===== src/rtl/core/obd_pkg.sv =====
// ----------------------------------------------------------------------------
// obd_pkg
// shared constants, payload types and command format of the bucket distributor
// ----------------------------------------------------------------------------
package obd_pkg;

    localparam int BUCKETS_DEF   = 8;
    localparam int MAX_SLOTS_DEF = 8;
    localparam int QUEUE_DEPTH   = 4;

    localparam int KEY_W     = 6;
    localparam int PAYLOAD_W = 32;
    localparam int IDX_W     = 3;
    localparam int CFG_W     = 4;

    localparam logic [CFG_W-1:0] SLOTS_RESET = 4'd6;

    typedef logic        [KEY_W-1:0]     t_key;
    typedef logic signed [PAYLOAD_W-1:0] t_payload;

    typedef struct packed {
        logic             wr;
        logic             fin;
        logic             ovf;
        logic [IDX_W-1:0] bkt;
        logic [IDX_W-1:0] slot;
        logic [CFG_W-1:0] cap;
        t_key             key;
        t_payload         payload;
    } t_cmd;

    typedef struct packed {
        t_key     key;
        t_payload payload;
    } t_entry;

    typedef struct packed {
        logic             is_dummy;
        t_key             out_key;
        t_payload         out_payload;
        logic [IDX_W-1:0] bucket_index;
        logic [IDX_W-1:0] slot_index;
        logic             overflowed;
        logic             last_of_chunk;
    } t_result;

    typedef enum logic {
        BK_IDLE,
        BK_EMIT
    } t_back_state;

endpackage


===== src/rtl/core/obd_intf.sv =====
// ----------------------------------------------------------------------------
// obd_intf
// valid/ready channels for input pairs and padded slot results
// ----------------------------------------------------------------------------
interface obd_item_if;
    logic              valid;
    logic              ready;
    obd_pkg::t_key     perm_key;
    obd_pkg::t_payload payload;

    modport source (output valid, output perm_key, output payload, input ready);
    modport sink   (input valid, input perm_key, input payload, output ready);
endinterface

interface obd_result_if;
    logic                          valid;
    logic                          ready;
    logic                          is_dummy;
    obd_pkg::t_key                 out_key;
    obd_pkg::t_payload             out_payload;
    logic [obd_pkg::IDX_W-1:0]     bucket_index;
    logic [obd_pkg::IDX_W-1:0]     slot_index;
    logic                          overflowed;
    logic                          last_of_chunk;

    modport source (output valid, output is_dummy, output out_key, output out_payload,
                    output bucket_index, output slot_index, output overflowed,
                    output last_of_chunk, input ready);
    modport sink   (input valid, input is_dummy, input out_key, input out_payload,
                    input bucket_index, input slot_index, input overflowed,
                    input last_of_chunk, output ready);
endinterface


===== src/rtl/core/oblivious_bucket_distributor.sv =====
// ----------------------------------------------------------------------------
// oblivious_bucket_distributor
// distribution phase of a melbourne shuffle, one chunk of pairs at a time
//
//   channel    dir  handshake            payload
//   i_item     in   valid/ready          perm_key, payload
//   o_result   out  valid/ready          is_dummy, out_key, out_payload,
//                                        bucket_index, slot_index, overflowed,
//                                        last_of_chunk
//   cfg        in   i_cfg_wr_en          i_cfg_wr_data (slots_in_use)
//
// the front handles an item combinationally; the chunk's last item starts
// a sweep of BUCKETS * cap results (cap: slots_in_use held to 1..MAX_SLOTS)
// at one per cycle unless o_result stalls, set by the single read port of
// the bucket store, whose read data is registered
// the front stalls only when the command queue is full during a sweep
// synchronous reset clears counters and flags, no clearing pass of the store
// ----------------------------------------------------------------------------
module oblivious_bucket_distributor #(
    parameter int BUCKETS   = obd_pkg::BUCKETS_DEF,
    parameter int MAX_SLOTS = obd_pkg::MAX_SLOTS_DEF
) (
    input  logic                      i_clk,
    input  logic                      i_rst_n,
    input  logic                      i_cfg_wr_en,
    input  logic [obd_pkg::CFG_W-1:0] i_cfg_wr_data,
    obd_item_if.sink                  i_item,
    obd_result_if.source              o_result
);

    logic          front_valid;
    logic          front_ready;
    obd_pkg::t_cmd front_cmd;
    logic          back_valid;
    logic          back_ready;
    obd_pkg::t_cmd back_cmd;

    obd_front #(
        .BUCKETS   (BUCKETS),
        .MAX_SLOTS (MAX_SLOTS)
    ) u_front (
        .i_clk         (i_clk),
        .i_rst_n       (i_rst_n),
        .i_cfg_wr_en   (i_cfg_wr_en),
        .i_cfg_wr_data (i_cfg_wr_data),
        .i_item        (i_item),
        .o_cmd_valid   (front_valid),
        .i_cmd_ready   (front_ready),
        .o_cmd         (front_cmd)
    );

    obd_cmd_queue u_queue (
        .i_clk        (i_clk),
        .i_rst_n      (i_rst_n),
        .i_push_valid (front_valid),
        .o_push_ready (front_ready),
        .i_push_cmd   (front_cmd),
        .o_pop_valid  (back_valid),
        .i_pop_ready  (back_ready),
        .o_pop_cmd    (back_cmd)
    );

    obd_back #(
        .BUCKETS   (BUCKETS),
        .MAX_SLOTS (MAX_SLOTS)
    ) u_back (
        .i_clk       (i_clk),
        .i_rst_n     (i_rst_n),
        .i_cmd_valid (back_valid),
        .o_cmd_ready (back_ready),
        .i_cmd       (back_cmd),
        .o_result    (o_result)
    );

endmodule


===== src/rtl/core/obd_front.sv =====
// ----------------------------------------------------------------------------
// obd_front
// takes pairs, finds their bucket, tracks fill and overflow, issues commands
// ----------------------------------------------------------------------------
module obd_front #(
    parameter int BUCKETS   = obd_pkg::BUCKETS_DEF,
    parameter int MAX_SLOTS = obd_pkg::MAX_SLOTS_DEF
) (
    input  logic                      i_clk,
    input  logic                      i_rst_n,
    input  logic                      i_cfg_wr_en,
    input  logic [obd_pkg::CFG_W-1:0] i_cfg_wr_data,
    obd_item_if.sink                  i_item,
    output logic                      o_cmd_valid,
    input  logic                      i_cmd_ready,
    output obd_pkg::t_cmd             o_cmd
);

    localparam int BW      = $clog2(BUCKETS);
    localparam int CW      = $clog2(MAX_SLOTS + 1);
    localparam int KEY_LIM = BUCKETS * BUCKETS;

    logic [obd_pkg::CFG_W-1:0] r_slots;
    logic [CW-1:0]             r_fill [BUCKETS];
    logic [BW-1:0]             r_taken;
    logic                      r_ovf;

    logic [CW-1:0] cap;
    logic [BW-1:0] bkt;
    logic          in_range;
    logic [CW-1:0] fill_cur;
    logic          accept;
    logic          do_ins;
    logic          do_ovf;
    logic          last;

    always_comb begin
        if (r_slots == '0) begin
            cap = CW'(1);
        end else if (r_slots > obd_pkg::CFG_W'(MAX_SLOTS)) begin
            cap = CW'(MAX_SLOTS);
        end else begin
            cap = CW'(r_slots);
        end
    end

    // bucket is key / BUCKETS through threshold compares
    always_comb begin
        bkt = '0;
        for (int j = 1; j < BUCKETS; j++) begin
            if ({1'b0, i_item.perm_key} >= (obd_pkg::KEY_W + 1)'(j * BUCKETS)) begin
                bkt = BW'(j);
            end
        end
    end

    assign in_range = {1'b0, i_item.perm_key} < (obd_pkg::KEY_W + 1)'(KEY_LIM);
    assign fill_cur = r_fill[bkt];
    assign accept   = i_item.valid && i_item.ready;
    assign do_ins   = !r_ovf && in_range && (fill_cur < cap);
    assign do_ovf   = !r_ovf && in_range && (fill_cur >= cap);
    assign last     = (r_taken == BW'(BUCKETS - 1));

    assign i_item.ready = i_cmd_ready;
    assign o_cmd_valid  = accept && (do_ins || last);

    always_comb begin
        o_cmd.wr      = do_ins;
        o_cmd.fin     = last;
        o_cmd.ovf     = r_ovf || do_ovf;
        o_cmd.bkt     = obd_pkg::IDX_W'(bkt);
        o_cmd.slot    = obd_pkg::IDX_W'(fill_cur);
        o_cmd.cap     = obd_pkg::CFG_W'(cap);
        o_cmd.key     = i_item.perm_key;
        o_cmd.payload = i_item.payload;
    end

    always_ff @(posedge i_clk) begin
        if (!i_rst_n) begin
            r_slots <= obd_pkg::SLOTS_RESET;
        end else if (i_cfg_wr_en) begin
            r_slots <= i_cfg_wr_data;
        end
    end

    always_ff @(posedge i_clk) begin
        if (!i_rst_n) begin
            r_taken <= '0;
            r_ovf   <= 1'b0;
            for (int i = 0; i < BUCKETS; i++) begin
                r_fill[i] <= '0;
            end
        end else if (accept) begin
            if (last) begin
                r_taken <= '0;
                r_ovf   <= 1'b0;
                for (int i = 0; i < BUCKETS; i++) begin
                    r_fill[i] <= '0;
                end
            end else begin
                r_taken <= r_taken + BW'(1);
                if (do_ovf) begin
                    r_ovf <= 1'b1;
                end
                if (do_ins) begin
                    r_fill[bkt] <= fill_cur + CW'(1);
                end
            end
        end
    end

endmodule


===== src/rtl/core/obd_cmd_queue.sv =====
// ----------------------------------------------------------------------------
// obd_cmd_queue
// short command queue between the front and the back
// ----------------------------------------------------------------------------
module obd_cmd_queue (
    input  logic          i_clk,
    input  logic          i_rst_n,
    input  logic          i_push_valid,
    output logic          o_push_ready,
    input  obd_pkg::t_cmd i_push_cmd,
    output logic          o_pop_valid,
    input  logic          i_pop_ready,
    output obd_pkg::t_cmd o_pop_cmd
);

    localparam int DEPTH = obd_pkg::QUEUE_DEPTH;
    localparam int PW    = $clog2(DEPTH);

    obd_pkg::t_cmd r_buf [DEPTH];
    logic [PW-1:0] r_wp;
    logic [PW-1:0] r_rp;
    logic [PW:0]   r_cnt;

    logic push;
    logic pop;

    assign o_push_ready = (r_cnt != (PW + 1)'(DEPTH));
    assign o_pop_valid  = (r_cnt != '0);
    assign o_pop_cmd    = r_buf[r_rp];
    assign push         = i_push_valid && o_push_ready;
    assign pop          = o_pop_valid && i_pop_ready;

    always_ff @(posedge i_clk) begin
        if (push) begin
            r_buf[r_wp] <= i_push_cmd;
        end
    end

    always_ff @(posedge i_clk) begin
        if (!i_rst_n) begin
            r_wp  <= '0;
            r_rp  <= '0;
            r_cnt <= '0;
        end else begin
            if (push) begin
                r_wp <= (r_wp == PW'(DEPTH - 1)) ? '0 : r_wp + PW'(1);
            end
            if (pop) begin
                r_rp <= (r_rp == PW'(DEPTH - 1)) ? '0 : r_rp + PW'(1);
            end
            if (push && !pop) begin
                r_cnt <= r_cnt + (PW + 1)'(1);
            end else if (pop && !push) begin
                r_cnt <= r_cnt - (PW + 1)'(1);
            end
        end
    end

endmodule


===== src/rtl/core/obd_back.sv =====
// ----------------------------------------------------------------------------
// obd_back
// writes pairs into the bucket store and sweeps out the padded buckets
// ----------------------------------------------------------------------------
module obd_back #(
    parameter int BUCKETS   = obd_pkg::BUCKETS_DEF,
    parameter int MAX_SLOTS = obd_pkg::MAX_SLOTS_DEF
) (
    input  logic          i_clk,
    input  logic          i_rst_n,
    input  logic          i_cmd_valid,
    output logic          o_cmd_ready,
    input  obd_pkg::t_cmd i_cmd,
    obd_result_if.source  o_result
);

    localparam int BW    = $clog2(BUCKETS);
    localparam int SW    = (MAX_SLOTS > 1) ? $clog2(MAX_SLOTS) : 1;
    localparam int CW    = $clog2(MAX_SLOTS + 1);
    localparam int AW    = BW + SW;
    localparam int DEPTH = BUCKETS << SW;

    typedef struct packed {
        logic                      is_dummy;
        logic [obd_pkg::IDX_W-1:0] bucket_index;
        logic [obd_pkg::IDX_W-1:0] slot_index;
        logic                      overflowed;
        logic                      last_of_chunk;
    } t_meta;

    obd_pkg::t_back_state r_state;
    obd_pkg::t_back_state n_state;

    obd_pkg::t_entry mem [DEPTH];
    obd_pkg::t_entry r_rdata;

    logic [CW-1:0] r_fill [BUCKETS];
    logic [BW-1:0] r_bk;
    logic [BW-1:0] n_bk;
    logic [SW-1:0] r_sl;
    logic [SW-1:0] n_sl;
    logic [CW-1:0] r_cap;
    logic [CW-1:0] n_cap;
    logic          r_ovf;
    logic          n_ovf;

    logic  r_rd_vld;
    t_meta r_rd_meta;
    t_meta rd_meta;

    obd_pkg::t_result r_ob [2];
    logic             r_ob_wp;
    logic             r_ob_rp;
    logic [1:0]       r_ob_cnt;

    obd_pkg::t_result res_in;
    logic             ob_pop;
    logic             issue;
    logic             mem_we;
    logic [AW-1:0]    waddr;
    logic [AW-1:0]    raddr;
    logic             sl_end;
    logic             bk_end;
    logic             sweep_done;

    assign ob_pop = o_result.valid && o_result.ready;
    assign sl_end = (CW'(r_sl) == r_cap - CW'(1));
    assign bk_end = (r_bk == BW'(BUCKETS - 1));
    assign waddr  = {i_cmd.bkt[BW-1:0], i_cmd.slot[SW-1:0]};
    assign raddr  = {r_bk, r_sl};

    always_comb begin
        n_state     = r_state;
        n_bk        = r_bk;
        n_sl        = r_sl;
        n_cap       = r_cap;
        n_ovf       = r_ovf;
        o_cmd_ready = 1'b0;
        mem_we      = 1'b0;
        issue       = 1'b0;
        sweep_done  = 1'b0;
        case (r_state)
            obd_pkg::BK_IDLE: begin
                o_cmd_ready = 1'b1;
                if (i_cmd_valid) begin
                    mem_we = i_cmd.wr;
                    if (i_cmd.fin) begin
                        n_state = obd_pkg::BK_EMIT;
                        n_bk    = '0;
                        n_sl    = '0;
                        n_cap   = CW'(i_cmd.cap);
                        n_ovf   = i_cmd.ovf;
                    end
                end
            end
            obd_pkg::BK_EMIT: begin
                issue = ((r_ob_cnt + 2'(r_rd_vld)) <= (2'd1 + 2'(ob_pop)));
                if (issue) begin
                    if (sl_end) begin
                        n_sl = '0;
                        if (bk_end) begin
                            sweep_done = 1'b1;
                            n_state    = obd_pkg::BK_IDLE;
                        end else begin
                            n_bk = r_bk + BW'(1);
                        end
                    end else begin
                        n_sl = r_sl + SW'(1);
                    end
                end
            end
            default: begin
                n_state = obd_pkg::BK_IDLE;
            end
        endcase
    end

    always_comb begin
        rd_meta.is_dummy      = !(CW'(r_sl) < r_fill[r_bk]);
        rd_meta.bucket_index  = obd_pkg::IDX_W'(r_bk);
        rd_meta.slot_index    = obd_pkg::IDX_W'(r_sl);
        rd_meta.overflowed    = r_ovf;
        rd_meta.last_of_chunk = sl_end && bk_end;
    end

    always_ff @(posedge i_clk) begin
        if (!i_rst_n) begin
            r_state <= obd_pkg::BK_IDLE;
            r_bk    <= '0;
            r_sl    <= '0;
            r_cap   <= CW'(1);
            r_ovf   <= 1'b0;
        end else begin
            r_state <= n_state;
            r_bk    <= n_bk;
            r_sl    <= n_sl;
            r_cap   <= n_cap;
            r_ovf   <= n_ovf;
        end
    end

    always_ff @(posedge i_clk) begin
        if (!i_rst_n) begin
            for (int i = 0; i < BUCKETS; i++) begin
                r_fill[i] <= '0;
            end
        end else if (sweep_done) begin
            for (int i = 0; i < BUCKETS; i++) begin
                r_fill[i] <= '0;
            end
        end else if (mem_we) begin
            r_fill[i_cmd.bkt[BW-1:0]] <= CW'(i_cmd.slot) + CW'(1);
        end
    end

    // bucket store
    always_ff @(posedge i_clk) begin
        if (mem_we) begin
            mem[waddr] <= '{key: i_cmd.key, payload: i_cmd.payload};
        end
        if (issue) begin
            r_rdata <= mem[raddr];
        end
    end

    always_ff @(posedge i_clk) begin
        if (!i_rst_n) begin
            r_rd_vld <= 1'b0;
        end else begin
            r_rd_vld <= issue;
        end
    end

    always_ff @(posedge i_clk) begin
        if (issue) begin
            r_rd_meta <= rd_meta;
        end
    end

    always_comb begin
        res_in.is_dummy      = r_rd_meta.is_dummy;
        res_in.out_key       = r_rd_meta.is_dummy ? '0 : r_rdata.key;
        res_in.out_payload   = r_rd_meta.is_dummy ? '0 : r_rdata.payload;
        res_in.bucket_index  = r_rd_meta.bucket_index;
        res_in.slot_index    = r_rd_meta.slot_index;
        res_in.overflowed    = r_rd_meta.overflowed;
        res_in.last_of_chunk = r_rd_meta.last_of_chunk;
    end

    // two-entry output buffer
    always_ff @(posedge i_clk) begin
        if (r_rd_vld) begin
            r_ob[r_ob_wp] <= res_in;
        end
    end

    always_ff @(posedge i_clk) begin
        if (!i_rst_n) begin
            r_ob_wp  <= 1'b0;
            r_ob_rp  <= 1'b0;
            r_ob_cnt <= '0;
        end else begin
            if (r_rd_vld) begin
                r_ob_wp <= !r_ob_wp;
            end
            if (ob_pop) begin
                r_ob_rp <= !r_ob_rp;
            end
            if (r_rd_vld && !ob_pop) begin
                r_ob_cnt <= r_ob_cnt + 2'd1;
            end else if (ob_pop && !r_rd_vld) begin
                r_ob_cnt <= r_ob_cnt - 2'd1;
            end
        end
    end

    assign o_result.valid         = (r_ob_cnt != '0);
    assign o_result.is_dummy      = r_ob[r_ob_rp].is_dummy;
    assign o_result.out_key       = r_ob[r_ob_rp].out_key;
    assign o_result.out_payload   = r_ob[r_ob_rp].out_payload;
    assign o_result.bucket_index  = r_ob[r_ob_rp].bucket_index;
    assign o_result.slot_index    = r_ob[r_ob_rp].slot_index;
    assign o_result.overflowed    = r_ob[r_ob_rp].overflowed;
    assign o_result.last_of_chunk = r_ob[r_ob_rp].last_of_chunk;

endmodule

===== src/flat_wrapper.sv =====
// flat-port wrapper written by rule: the top's interface ports become plain ports
module oblivious_bucket_distributor_flat 
#(
    parameter int BUCKETS   = obd_pkg::BUCKETS_DEF,
    parameter int MAX_SLOTS = obd_pkg::MAX_SLOTS_DEF
)
  (i_clk, i_rst_n, i_cfg_wr_en, i_cfg_wr_data, i_item_valid, i_item_perm_key, i_item_payload, i_item_ready, o_result_valid, o_result_is_dummy, o_result_out_key, o_result_out_payload, o_result_bucket_index, o_result_slot_index, o_result_overflowed, o_result_last_of_chunk, o_result_ready);
  obd_item_if i_item_i ();
  obd_result_if o_result_i ();
  input  logic i_clk;
  input  logic i_rst_n;
  input  logic i_cfg_wr_en;
  input  logic [obd_pkg::CFG_W-1:0] i_cfg_wr_data;
  input wire logic [$bits(i_item_i.valid)-1:0] i_item_valid;
  input wire logic [$bits(i_item_i.perm_key)-1:0] i_item_perm_key;
  input wire logic [$bits(i_item_i.payload)-1:0] i_item_payload;
  output wire logic [$bits(i_item_i.ready)-1:0] i_item_ready;
  output wire logic [$bits(o_result_i.valid)-1:0] o_result_valid;
  output wire logic [$bits(o_result_i.is_dummy)-1:0] o_result_is_dummy;
  output wire logic [$bits(o_result_i.out_key)-1:0] o_result_out_key;
  output wire logic [$bits(o_result_i.out_payload)-1:0] o_result_out_payload;
  output wire logic [$bits(o_result_i.bucket_index)-1:0] o_result_bucket_index;
  output wire logic [$bits(o_result_i.slot_index)-1:0] o_result_slot_index;
  output wire logic [$bits(o_result_i.overflowed)-1:0] o_result_overflowed;
  output wire logic [$bits(o_result_i.last_of_chunk)-1:0] o_result_last_of_chunk;
  input wire logic [$bits(o_result_i.ready)-1:0] o_result_ready;
  assign i_item_i.valid = i_item_valid;
  assign i_item_i.perm_key = i_item_perm_key;
  assign i_item_i.payload = i_item_payload;
  assign i_item_ready = i_item_i.ready;
  assign o_result_valid = o_result_i.valid;
  assign o_result_is_dummy = o_result_i.is_dummy;
  assign o_result_out_key = o_result_i.out_key;
  assign o_result_out_payload = o_result_i.out_payload;
  assign o_result_bucket_index = o_result_i.bucket_index;
  assign o_result_slot_index = o_result_i.slot_index;
  assign o_result_overflowed = o_result_i.overflowed;
  assign o_result_last_of_chunk = o_result_i.last_of_chunk;
  assign o_result_i.ready = o_result_ready;
  oblivious_bucket_distributor #(.BUCKETS(BUCKETS), .MAX_SLOTS(MAX_SLOTS)) u_core (.i_clk(i_clk), .i_rst_n(i_rst_n), .i_cfg_wr_en(i_cfg_wr_en), .i_cfg_wr_data(i_cfg_wr_data), .i_item(i_item_i), .o_result(o_result_i));
endmodule

===== config.mk =====
export PLATFORM = sky130hd
export DESIGN_NAME = oblivious_bucket_distributor_flat
export DESIGN_NICKNAME = d
export VERILOG_FILES = /design/src/rtl/core/obd_pkg.sv /design/src/rtl/core/obd_intf.sv /design/src/rtl/core/oblivious_bucket_distributor.sv /design/src/rtl/core/obd_front.sv /design/src/rtl/core/obd_cmd_queue.sv /design/src/rtl/core/obd_back.sv /design/src/flat_wrapper.sv
export SDC_FILE = /design/constraint.sdc
export NUM_CORES = 2
export LEC_CHECK = 0
export BUFFER_PORTS_ARGS = -buffer_cell sky130_fd_sc_hd__buf_2
export CORE_UTILIZATION = 59
export DETAILED_ROUTE_END_ITERATION = 6
export GPL_TIMING_DRIVEN = 0
export HOLD_SLACK_MARGIN = 0.03
export PLACE_DENSITY = 0.71
export SETUP_SLACK_MARGIN = 0.2
export SYNTH_ARGS = -nofsm -noshare
export SYNTH_HDL_FRONTEND = slang
export SYNTH_SLANG_ARGS = --single-unit

===== constraint.sdc =====
create_clock -name i_clk -period 5.85 [get_ports i_clk]
set_input_delay 0.2925 -clock i_clk [delete_from_list [all_inputs] [get_ports i_clk]]
set_output_delay 0.2925 -clock i_clk [all_outputs]
set_load 0.02 [all_outputs]

# --- Yosys cells after proc, flatten, opt, wreduce, memory -nomap -nowiden ---
# Memories as Yosys holds them, arrays and structs flattened. A register that Yosys moved wholly into a read port is not among the register bits.
# Index checks and enable logic that the tools add are counted.
totals:
  register_bits: 41
  mem_count: 5
  inputBits: 47
  elab_cells: 206
  mem_bits_rw: 2794
memory_table:
  columns: ["name", "words", "word_bits", "rd", "rd_clocked_by_memory_dff", "write_ports", "line", "rtl"]
  rows:
  - ["u_core.u_back.mem", 64, 38, 1, 1, 1, "obd_back.sv:34", "obd_pkg::t_entry mem [DEPTH];"]
  - ["u_core.u_queue.r_buf", 4, 51, 1, 1, 1, "obd_cmd_queue.sv:19", "obd_pkg::t_cmd r_buf [DEPTH];"]
  - ["u_core.u_back.r_ob", 2, 47, 1, 1, 1, "obd_back.sv:51", "obd_pkg::t_result r_ob [2];"]
  - ["u_core.u_back.r_fill", 8, 4, 1, 1, 8, "obd_back.sv:37", "logic [CW-1:0] r_fill [BUCKETS];"]
  - ["u_core.u_front.r_fill", 8, 4, 1, 0, 8, "obd_front.sv:24", "logic [CW-1:0] r_fill [BUCKETS];"]
op_classes:
  magnitude_cmp: 12
  eq_ne: 11
  n_reduce_logical: 34
  bitwise: 17
  muxes: 93
  n_addsub: 14
ops:
  columns: ["operator", "count"]
  rows:
  - ["$mux 4", 20]
  - ["$mux 3", 20]
  - ["$mux 1", 42]
  - ["$mux 32", 1]
  - ["$ge 6x6->1 const B", 4]
  - ["$or 1x1->1", 16]
  - ["$add 3x1->3 const B", 4]
  - ["$ge 6x5->1 const B", 2]
  - ["$logic_and 1x1->1", 12]
  - ["$mux 2", 6]
  - ["$pmux 3 s2", 2]
  - ["$logic_not 1->1", 8]
  - ["$ne 2x1->1 const B", 4]
  - ["$reduce_bool 2->1", 4]
  - ["$reduce_or 4->1", 2]
  - ["$add 2x1->2 const B", 3]
  - ["$eq 3x3->1 const B", 2]
  - ["$ge 6x4->1 const B", 1]
  - ["$mux 6", 1]
  - ["$reduce_and 3->1", 2]
  - ["$reduce_and 5->1", 1]
  - ["$add 3x1->4 const B", 1]
  - ["$add 4x1->4 const B", 1]
  - ["$eq 2x2->1 const B", 2]
  - ["19 further kinds", 20]

# --- Longest topological paths before layout ---
# An unclocked memory read counts as a cell.
depth:
  word_depth: 18
  mapped_depth: 18

# --- Modules after synthesis ---
# A second synthesis with hierarchy kept.
unflattened:
  hier_cells: 4993
  area_unflattened_um2: 110229.5
by_module_without_submodules:
  columns: ["mod", "instances", "area_each_um2", "cells_each", "seq_area_each_um2"]
  rows:
  - ["obd_back", 1, 99917.1, 4449, 78645.4]
  - ["obd_cmd_queue", 1, 7830.0, 318, 6306.0]
  - ["obd_front", 1, 2482.4, 226, 1121.1]

# --- Least setup slack after synthesis ---
# Ideal clock, no wire load.
synth_path:
  path_type: "input to register"
  start: "in i_item_perm_key[4]"
  end: "mem u_core.u_queue.r_buf[0][0] (netlist bit) (enable)"
  path_slack_ps: 1414
  setup_time_ps: 414
  t_arrival_ps: 4023
  n_path_buf: 2
  path_stages: 11
  required_ps: 5436
  cell_sequence: "clkbuf_1 buf_2 o22ai_1 a221oi_1 ha_1 nor2b_1 o21ai_0 nand2b_1 a211oi_2 o21a_1 and2_1"
synth_lines:
  columns: ["item", "line", "rtl"]
  rows:
  - ["start, declared", "flat_wrapper.sv:15", "input wire logic [$bits(i_item_i.perm_key)-1:0] i_item_perm_key;"]
  - ["end, declared", "obd_cmd_queue.sv:19", null]

==> impl_metrics.tcl <==
set metrics [dict create \
    run_status "complete, but fails checks" \
    synth_top_area_share_pct 78.0 \
    cts_num_sinks 2879 \
    crit_chain "buf_2 -> buf_2 -> buf_2 -> buf_1 -> mux4_2 -> a221oi_1 -> a221oi_1" \
    number_of_enable_flip_flop_cells_after_synthesis 2841 \
    grt_setup_unrepaired "false" \
    worst_voltage_drop_across_the_vdd_grid_v 0.000350 \
    routabilityCongestion 0.918 \
    die-width_um 432 \
    syn_inst 4850 \
    power.leakage_nw 38.5 \
    finalNetCount 5478 \
    ios 96 \
    synthesis.area_per_instance_um2 22.5 \
    final-instance-count-excl-fill 8090 \
    finalWirelength_mm 304 \
    coreArea_um2 183000 \
    ctsHtreeMaxLevel 5 \
    multi_input_comb_area_um2 22500 \
    path_max_fanout 13 \
    synthesis.nets 4922 \
    crit_path_start_kind "flop" \
    grt_max_degree 65 \
    insertion_delay_ns 0.95 \
    placed_cells_incl_taps 7518 \
    grt_pass1_wl_mm 420 \
    netlist_top_cells_count "sky130_fd_sc_hd__edfxtp_1, sky130_fd_sc_hd__mux4_2, sky130_fd_sc_hd__nor2_1" \
    routed-via-count 56200 \
    cpPeakStageDelay_ns 1.10 \
    area.sequential_um2 86100 \
    synth_top_cells_by_area "sky130_fd_sc_hd__edfxtp_1, sky130_fd_sc_hd__mux4_2, sky130_fd_sc_hd__mux2i_1" \
    floorplan.die_area_um2 187000 \
    tritoncts.num_buffers 299 \
    cp.required_ns 6.37 \
    ys_async_rst_share_pct 0 \
    p_per_area_nw_per_um2 402 \
    ys_seq_area_share_pct 78.7 \
    failed_checks "max-capacitance violations, max-slew violations" \
    worst_clock_skew_ns 0.0646 \
    end_kind "flop" \
    row_count 157 \
    timing_hold_violations_final 0 \
    drc 0 \
    synthMostInstantiatedCell "sky130_fd_sc_hd__edfxtp_1" \
    ys_types 57 \
    drt_first_iter_violations 9575 \
    cap_violations 1 \
    detail_route.vias_per_cell 6.95 \
    ant_nets 0 \
    fin_tns_setup_ns 0 \
    final_core_util_pct 68.2 \
    cts-root-to-sink-buffers 4 \
    max_clock_freq_ghz 0.189 \
    fin_crit_sh_pct 90.5 \
    clk_tree_root_cell "sky130_fd_sc_hd__clkbuf_16" \
    layout_min_cycle_time_ns 5.29 \
    synth.ff_latch_count 2879 \
    synth_top_cell_by_area "sky130_fd_sc_hd__edfxtp_1" \
    overflow 0 \
    buffer_ports.inserted 93 \
    first_pass_iters 7 \
    die_y_um 432 \
    maxSlewViolCount 56 \
    critPathArrivalTime_ns 5.82 \
    synthFlopType "sky130_fd_sc_hd__edfxtp_1" \
    overall_global_routing_usage_pct 33.0 \
    netlist_area_um2 109000 \
    initial_core_util_pct 59.6 \
    dominant_cell_type_by_count_on_the_critical_path "sky130_fd_sc_hd__buf_2" \
    routed_wire_length_per_instance_um 37.6 \
    fillCellCount 11000 \
    antenna_found_initial 4 \
    slew-limit-headroom_pct -6.52 \
    worstHoldPathType "in2reg" \
    clk_pin_slew_worst_paths_ns 0.06 \
    worstSetupPathType "reg2reg" \
    worst_pin_slew_ns 1.60 \
    dp.final_hpwl_mm 200 \
    grt_pass1_vias 55400 \
    area_growth_syn_to_layout_pct 14.5 \
    tritoncts_clock_tree "built" \
    timing.final.setup_violations 0 \
    drive_gt1_share_pct 26.5 \
    yosys_warnings 0 \
    critical-path-slowest-cell "sky130_fd_sc_hd__buf_1" \
]
## final cells by class
class	count	area share, %
Clock buffer	375	6.38
Multi-Input combinational cell	1683	18.0
Antenna cell	6	0.0120
Inverter	20	0.0600
Timing Repair Buffer	255	2.73
Tap cell	2464	2.46
Clock inverter	140	0.667
Sequential cell	2879	68.8
Buffer	268	0.937
## critical path, delay by kind of cell (launching register included)
| kind | cells | cell delay, ns |
|---|---|---|
| flops | 1 | 0.67 |
| buf+inv | 4 | 2.28 |
| mux | 1 | 0.43 |
| compound gates | 2 | 1.47 |
## final timing paths
path | slack, ns | from | to | cells after the start
worst max-delay path | 0.56 | u_core.u_back.r_sl[1]$_SDFFE_PN0P_ | u_core.u_back.r_rdata[2]$_DFFE_PP_ | 7
worst min-delay path | 0.13 | i_item_payload[19] | u_core.u_queue.r_buf[0][19]$_DFFE_PP_ | 2
worst max register to register | 0.56 | u_core.u_back.r_sl[1]$_SDFFE_PN0P_ | u_core.u_back.r_rdata[2]$_DFFE_PP_ | 7
worst min register to register | 0.45 | u_core.u_back.r_ovf$_SDFFE_PN0P_ | u_core.u_back.r_rd_meta[1]$_DFFE_PP_ | 0
## flip-flops by register name (all words and copies together) (netlist names), 2 cells and up, named ones only
signal / flops
u_core.u_back.mem: 2432
u_core.u_back.r_bk: 3
u_core.u_back.r_cap: 4
u_core.u_back.r_fill: 32
u_core.u_back.r_ob: 94
u_core.u_back.r_ob_cnt: 2
u_core.u_back.r_rd_meta: 9
u_core.u_back.r_rdata: 38
u_core.u_back.r_sl: 3
u_core.u_front.r_fill: 32
u_core.u_front.r_slots: 4
u_core.u_front.r_taken: 3
u_core.u_queue.r_buf: 204
u_core.u_queue.r_cnt: 3
u_core.u_queue.r_rp: 2
u_core.u_queue.r_wp: 2
## power by group
part | leakage, nW | switching [mW] | internal, mW
logic | 8.21 | 5.17 | 1.43
clock network | 4.32 | 7.55 | 9.96
registers | 26.0 | 0.196 | 26.0
## placed cells by master (no fill, tap or decap), types with 64 or more instances in the layout
cell type	count
sky130_fd_sc_hd__clkbuf_1	207
sky130_fd_sc_hd__nor2_4	64
sky130_fd_sc_hd__a21oi_1	135
sky130_fd_sc_hd__mux2i_1	85
sky130_fd_sc_hd__edfxtp_1	2841
sky130_fd_sc_hd__buf_12	78
sky130_fd_sc_hd__a221oi_1	66
sky130_fd_sc_hd__buf_2	182
sky130_fd_sc_hd__nor2_1	86
sky130_fd_sc_hd__nand2_1	110
sky130_fd_sc_hd__clkinv_1	80
sky130_fd_sc_hd__a22oi_1	74
sky130_fd_sc_hd__a22o_1	65
sky130_fd_sc_hd__mux4_2	674
sky130_fd_sc_hd__clkbuf_16	308
## layer usage
metal | up-vias | global-route usage (%) | wire (um)
li1 | 21700 | - | -
met1 | 29600 | 45.6 | 108000
met2 | 4234 | 49.6 | 140000
met3 | 700 | 7.52 | 36400
met4 | 0 | 17.8 | 18700
met5 | - | 0 | 0
## logic make-up after synthesis
family | count (synthesis) | synth area share (%)
AOI/OAI and AO/OA | 420 | 2.75
muxes | 814 | 15.2
xor gates and xnor gates | 14 | 0.112
DFF | 2879 | 78.7
and+or+nand+nor | 410 | 1.74
buffers and inverters | 288 | 1.14
adders and majority gates | 25 | 0.293
## per-stage QoR
| step | power [mW] | cell area (um2) | hold WS [ns] | setup slack, ns |
|---|---|---|---|---|
| global route | 51.4 | 125000 | 0.124 | 0.611 |
| floorplan | 29.8 | 109000 | 0.391 | 1.41 |
| CTS | 50.2 | 125000 | 0.0815 | 0.789 |
| detailed placement | 33.0 | 116000 | 0.440 | 0.598 |
| finish | 50.3 | 125000 | 0.132 | 0.557 |
| global placement | 32.5 | 113000 | 0.421 | -1.27 |
## repair_timing
item	in CTS	in global routing
hold buffers	51	0
gates resized for setup	0	0
endpoints found under the hold margin	166	0
buffers inserted	0	0
Note: power is estimated with default switching activity, not from simulation.
